### src/hdl/vrt_pkg.sv
// ----------------------------------------------------------------------------
// vrt_pkg
// Types and constants shared by the voxel ray traversal controller,
// datapath and top level.
// ----------------------------------------------------------------------------
package vrt_pkg;

  localparam int ORG_W  = 26;  // origin, signed Q10.16
  localparam int DIR_W  = 18;  // direction, signed Q2.16
  localparam int FRAC_W = 16;
  localparam int DIST_W = 17;  // distance to first boundary, Q.16, up to 1.0
  localparam int MAG_W  = 18;  // |direction|, up to 2.0
  localparam int DIV_W  = 33;  // dividend and quotient, up to 2^32
  localparam int T_W    = 48;  // ray parameter, unsigned Q32.16
  localparam int CELL_W = 12;  // signed voxel coordinate during the walk
  localparam int DIM_W  = 11;  // clamped grid size
  localparam int CFG_AW = 2;
  localparam int CFG_DW = 10;
  localparam int JOB_W  = 3;
  localparam int NUM_DIV_JOBS = 6;  // tmax and tdelta for each of three axes

  localparam logic [T_W-1:0] T_INF = {T_W{1'b1}};

  localparam logic [CFG_AW-1:0] REG_GRID_WIDTH  = 2'd0;
  localparam logic [CFG_AW-1:0] REG_GRID_DEPTH  = 2'd1;
  localparam logic [CFG_AW-1:0] REG_GRID_HEIGHT = 2'd2;
  localparam logic [CFG_AW-1:0] REG_MAX_DIST    = 2'd3;

  localparam logic CMD_WRITE = 1'b0;
  localparam logic CMD_CAST  = 1'b1;

  localparam logic [2:0] FACE_POS_Y = 3'd0;
  localparam logic [2:0] FACE_NEG_Y = 3'd1;
  localparam logic [2:0] FACE_POS_Z = 3'd2;
  localparam logic [2:0] FACE_NEG_Z = 3'd3;
  localparam logic [2:0] FACE_POS_X = 3'd4;
  localparam logic [2:0] FACE_NEG_X = 3'd5;

  typedef enum logic [3:0] {
    ST_CLEAR,
    ST_IDLE,
    ST_WR_RD,
    ST_WR_WR,
    ST_DIV_SETUP,
    ST_DIV_WAIT,
    ST_WALK_CHK,
    ST_WALK_BIT,
    ST_DONE
  } vrt_state_t;

  typedef struct packed {
    logic             clr_en;
    logic             load_in;
    logic             wr_rd;
    logic             wr_wr;
    logic [JOB_W-1:0] job;
    logic             div_start;
    logic             div_store;
    logic             div_inf;
    logic             walk_rd;
    logic             walk_step;
    logic             mark_hit;
    logic             out_load;
  } vrt_cmd_t;

  typedef struct packed {
    logic clr_last;
    logic wr_in_range;
    logic dir_zero;
    logic div_done;
    logic stop_walk;
    logic occ_bit;
    logic out_busy;
  } vrt_status_t;

endpackage

### src/hdl/vrt_ctrl.sv
// ----------------------------------------------------------------------------
// vrt_ctrl
// Sequencer: memory clear after reset, voxel writes, tmax and tdelta setup and
// the voxel walk.
// ----------------------------------------------------------------------------
module vrt_ctrl (
  input  logic                 clk,
  input  logic                 rst_n,
  input  logic                 in_tvalid,
  input  logic                 in_tuser,
  output logic                 in_tready,
  input  vrt_pkg::vrt_status_t status,
  output vrt_pkg::vrt_cmd_t    cmd
);
  import vrt_pkg::*;

  vrt_state_t        state_r, state_nxt;
  logic [JOB_W-1:0]  job_r, job_nxt;

  always_ff @(posedge clk) begin
    if (!rst_n) begin
      state_r <= ST_CLEAR;
      job_r   <= '0;
    end else begin
      state_r <= state_nxt;
      job_r   <= job_nxt;
    end
  end

  always_comb begin
    state_nxt = state_r;
    job_nxt   = job_r;
    cmd       = '0;
    cmd.job   = job_r;
    in_tready = 1'b0;
    case (state_r)
      ST_CLEAR: begin
        cmd.clr_en = 1'b1;
        if (status.clr_last) begin
          state_nxt = ST_IDLE;
        end
      end
      ST_IDLE: begin
        in_tready = 1'b1;
        if (in_tvalid) begin
          cmd.load_in = 1'b1;
          job_nxt     = '0;
          state_nxt   = (in_tuser == CMD_CAST) ? ST_DIV_SETUP : ST_WR_RD;
        end
      end
      ST_WR_RD: begin
        if (status.wr_in_range) begin
          cmd.wr_rd = 1'b1;
          state_nxt = ST_WR_WR;
        end else begin
          state_nxt = ST_IDLE;
        end
      end
      ST_WR_WR: begin
        cmd.wr_wr = 1'b1;
        state_nxt = ST_IDLE;
      end
      ST_DIV_SETUP: begin
        if (status.dir_zero) begin
          cmd.div_inf = 1'b1;
          job_nxt     = job_r + 1'b1;
          if (job_r == JOB_W'(NUM_DIV_JOBS - 1)) begin
            state_nxt = ST_WALK_CHK;
          end
        end else begin
          cmd.div_start = 1'b1;
          state_nxt     = ST_DIV_WAIT;
        end
      end
      ST_DIV_WAIT: begin
        if (status.div_done) begin
          cmd.div_store = 1'b1;
          job_nxt       = job_r + 1'b1;
          state_nxt = (job_r == JOB_W'(NUM_DIV_JOBS - 1)) ? ST_WALK_CHK : ST_DIV_SETUP;
        end
      end
      ST_WALK_CHK: begin
        if (status.stop_walk) begin
          state_nxt = ST_DONE;
        end else begin
          cmd.walk_rd = 1'b1;
          state_nxt   = ST_WALK_BIT;
        end
      end
      ST_WALK_BIT: begin
        if (status.occ_bit) begin
          cmd.mark_hit = 1'b1;
          state_nxt    = ST_DONE;
        end else begin
          cmd.walk_step = 1'b1;
          state_nxt     = ST_WALK_CHK;
        end
      end
      ST_DONE: begin
        // hold until the result register is free
        if (!status.out_busy) begin
          cmd.out_load = 1'b1;
          state_nxt    = ST_IDLE;
        end
      end
      default: state_nxt = ST_IDLE;
    endcase
  end

endmodule

### config.mk
export PLATFORM = sky130hd
export DESIGN_NAME = vrt_ctrl
export DESIGN_NICKNAME = d
export VERILOG_FILES = /design/src/hdl/vrt_pkg.sv /design/src/hdl/vrt_ctrl.sv
export SDC_FILE = /design/constraint.sdc
export NUM_CORES = 1
export LEC_CHECK = 0
export ABC_CLOCK_PERIOD_IN_PS = 2000
export BUFFER_PORTS_ARGS = -buffer_cell sky130_fd_sc_hd__buf_2
export CAP_MARGIN = 10
export CORE_MARGIN = 2
export CORE_UTILIZATION = 41
export DETAILED_ROUTE_END_ITERATION = 6
export PLACE_DENSITY_LB_ADDON = 0.2
export SLEW_MARGIN = 40
export SYNTH_ARGS = -nofsm -noshare
export SYNTH_HDL_FRONTEND = slang
export SYNTH_SLANG_ARGS = --single-unit
### constraint.sdc
create_clock -name clk -period 2 [get_ports clk]
set_input_delay 0.2 -clock clk [delete_from_list [all_inputs] [get_ports clk]]
set_output_delay 0.2 -clock clk [all_outputs]
set_load 0.02 [all_outputs]
==> reports/metrics.yaml <==
outcome: "completed"
power.total_mw: 0.5655
yosysWarnings: 0
multi_input_comb_area_um2: 447.9
antenna_cells: 0
tightest_slew_ns: 0.5038
use_met3_pct: 2.979
maxSlewViolCount: 0
final-seq-area_um2: 140.1
required_ns: 1.80
die_h_um: 43.14
cts_root_buffer: "clkbuf_4"
yosys.area.top_type: "dfxtp_1"
synth_edf_count: 0
antenna_found_initial: 0
cts_sinks: 7
dpl_worst_slack_ns: 0.2655
hold_end: "state_r[2]$_SDFFE_PN0P_"
start_kind: "flop"
r2r-start: "state_r[2]$_SDFFE_PN0P_"
die_area_um2: 1861
cts_tree: "yes"
dp_hpwl_um: 1228
coreArea_um2: 1471
syn-instance-count: 84
end_kind: "output port"
hold_viol_final: 0
grt_max_degree: 17
grt.overflow.total: 0
met2_usage_pct: 25.97
post-cts-setup-buffers: 0
drv_cap: 0
finalClockSkew_ns: 0.01049
drtIter0Drc: 10
initial_utilization_pct: 42.69
drive_above_1_share_pct: 31.53
cts_resized: 0
grt_pass1_wl_um: 2573
r2r-end: "state_r[2]$_SDFFE_PN0P_"
grtUsageTotal_pct: 18.06
min_period_ns: 1.825
synth_top_area_share_pct: 22.31
synth.distinct_cells: 35
syn_to_final_growth_pct: 26.89
synth_seq_cells: 7
htreeDepth: 1
hold_class: "in2reg"
avgSynthCellArea_um2: 7.477
crit_fanout: 16
syn_area_um2: 628.1
arrival_ns: 1.63
postCtsHoldBufs: 0
synth.area.top_cells: "dfxtp_1 22%, nor2_1 5.4%, and3_1 5.0%"
power_density_nw_per_um2: 709.5
worstHoldStart: "rst_n"
setup-violations-final: 0
period_share_pct: 91.27
synthFlopType: "dfxtp_1"
syn_nets: 97
fillers: 140
drc: 0
r2r_slack_ns: 0.25
die_x_um: 43.14
max_slew_margin_pct: 66.36
drt_wl_total_um: 1584
fin_setup_tns_ns: 0
vias: 702
ios: 26
ant_nets: 0
place_congestion: 0.8332
globalRouteMet1Util_pct: 25.32
clock_path_buffers: 2
r2r_cells: 4
path_clk_slew_ns: 0.06
num_rows: 14
p_leak_nw: 0.3879
max_clock_freq_mhz: 547.8
clk_latency_ns: 0.26
min_path_cells: 3
placement.io_buffers: 25
finalNetCount: 125
rsz0062_at_grt: "false"
fin_ws_ns: 0.1746
synth-async-reset-ratio_pct: 0
first_pass_iters: 4
drt-vias-per-instance: 5.528
placed_cell_area_um2: 770.7
gr-max-usage-layer: "met2"
yosysSeqAreaShare_pct: 22.31
path_class: "reg2out"
vdd_ir_drop_max_mv: 0.4594
stdcell_area_um2: 797.0
cp-startpoint: "state_r[2]$_SDFFE_PN0P_"
numCtsBuffers: 3
wl_per_cell_um: 12.47
grt_pass1_vias: 612
Yosys cell counts, types with 2 or more instances:
| cell | n |
|---|---|
| a21oi_1 | 5 |
| and3_1 | 5 |
| buf_2 | 5 |
| dfxtp_1 | 7 |
| ha_1 | 2 |
| inv_1 | 4 |
| nand2_1 | 4 |
| nand2b_1 | 3 |
| nand3_1 | 3 |
| nand3b_1 | 2 |
| nand4_1 | 2 |
| nor2_1 | 9 |
| nor2b_1 | 4 |
| nor3_1 | 5 |
| nor4_1 | 3 |
| o21bai_1 | 2 |
routing by layer:
layer	share of wire, %	wire length (um)	up-vias
met5	0	0	-
met1	48	756	313
met2	45	717	23
met4	1.1	18	0
li1	-	-	362
met3	5.8	92	4
worst max-delay path by stage:
| stage | to | slack, ns | cells past startpoint |
|---|---|---|---|
| floorplan | cmd[13] | 0.52 | 3 |
| global placement | state_r[2]$_SDFFE_PN0P_ | 0.31 | 4 |
| detailed placement | state_r[2]$_SDFFE_PN0P_ | 0.27 | 4 |
| CTS | cmd[1] | 0.17 | 3 |
| global route | cmd[1] | 0.03 | 3 |
| finish | cmd[1] | 0.17 | 3 |
kinds of logic after synthesis:
kind of cell | after synthesis | share of synthesized area [%]
compound gates | 17 | 21.51
xor+xnor | 2 | 2.789
fa+ha+maj | 2 | 3.983
buf+inv | 9 | 6.373
flops | 7 | 22.31
mux | 1 | 2.390
simple gates | 46 | 40.64
registers in the layout, summed over array words and instances, names as in the netlist:
name,cells
job_r,3
state_r,4
power breakdown:
| part | switching, mW | internal [mW] |
|---|---|---|
| Clock | 0.0590 | 0.0766 |
| Sequential | 0.0321 | 0.157 |
| Combinational | 0.136 | 0.105 |
| Total | 0.227 | 0.338 |
worst max-delay path, cell delays in order (launching register included):
cell	delay, ns
dfxtp_1	0.64
nand2_1	0.20
nor3_1	0.30
buf_2	0.22
layout make-up:
cell class | count | area share, %
sequential | 7 | 17.58
tap | 16 | 2.512
clock buffer | 4 | 3.297
timing repair buffer | 28 | 18.52
inverter | 4 | 1.884
multi-input combinational | 68 | 56.20
through the flow:
step	hold slack, ns	utilization, %	std cells
CTS	0.2097	54.17	127
detailed placement	0.4799	52.38	123
global route	0.2129	54.17	127
floorplan	0.3175	-	84
finish	0.2056	54.17	127
global placement	0.4779	52.38	123
cell usage in the layout, fill, tap and decap left out, types with 2 or more instances in the layout:
cell type,n
a21oi_1,5
and3_1,5
buf_2,25
buf_4,3
clkbuf_4,3
dfxtp_1,7
ha_1,2
inv_1,4
nand2_1,4
nand2b_1,3
nand3_1,3
nand3b_1,2
nand4_1,2
nor2_1,9
nor2b_1,4
nor3_1,5
nor4_1,3
o21bai_1,2
Note: power is estimated with default switching activity, not from simulation.
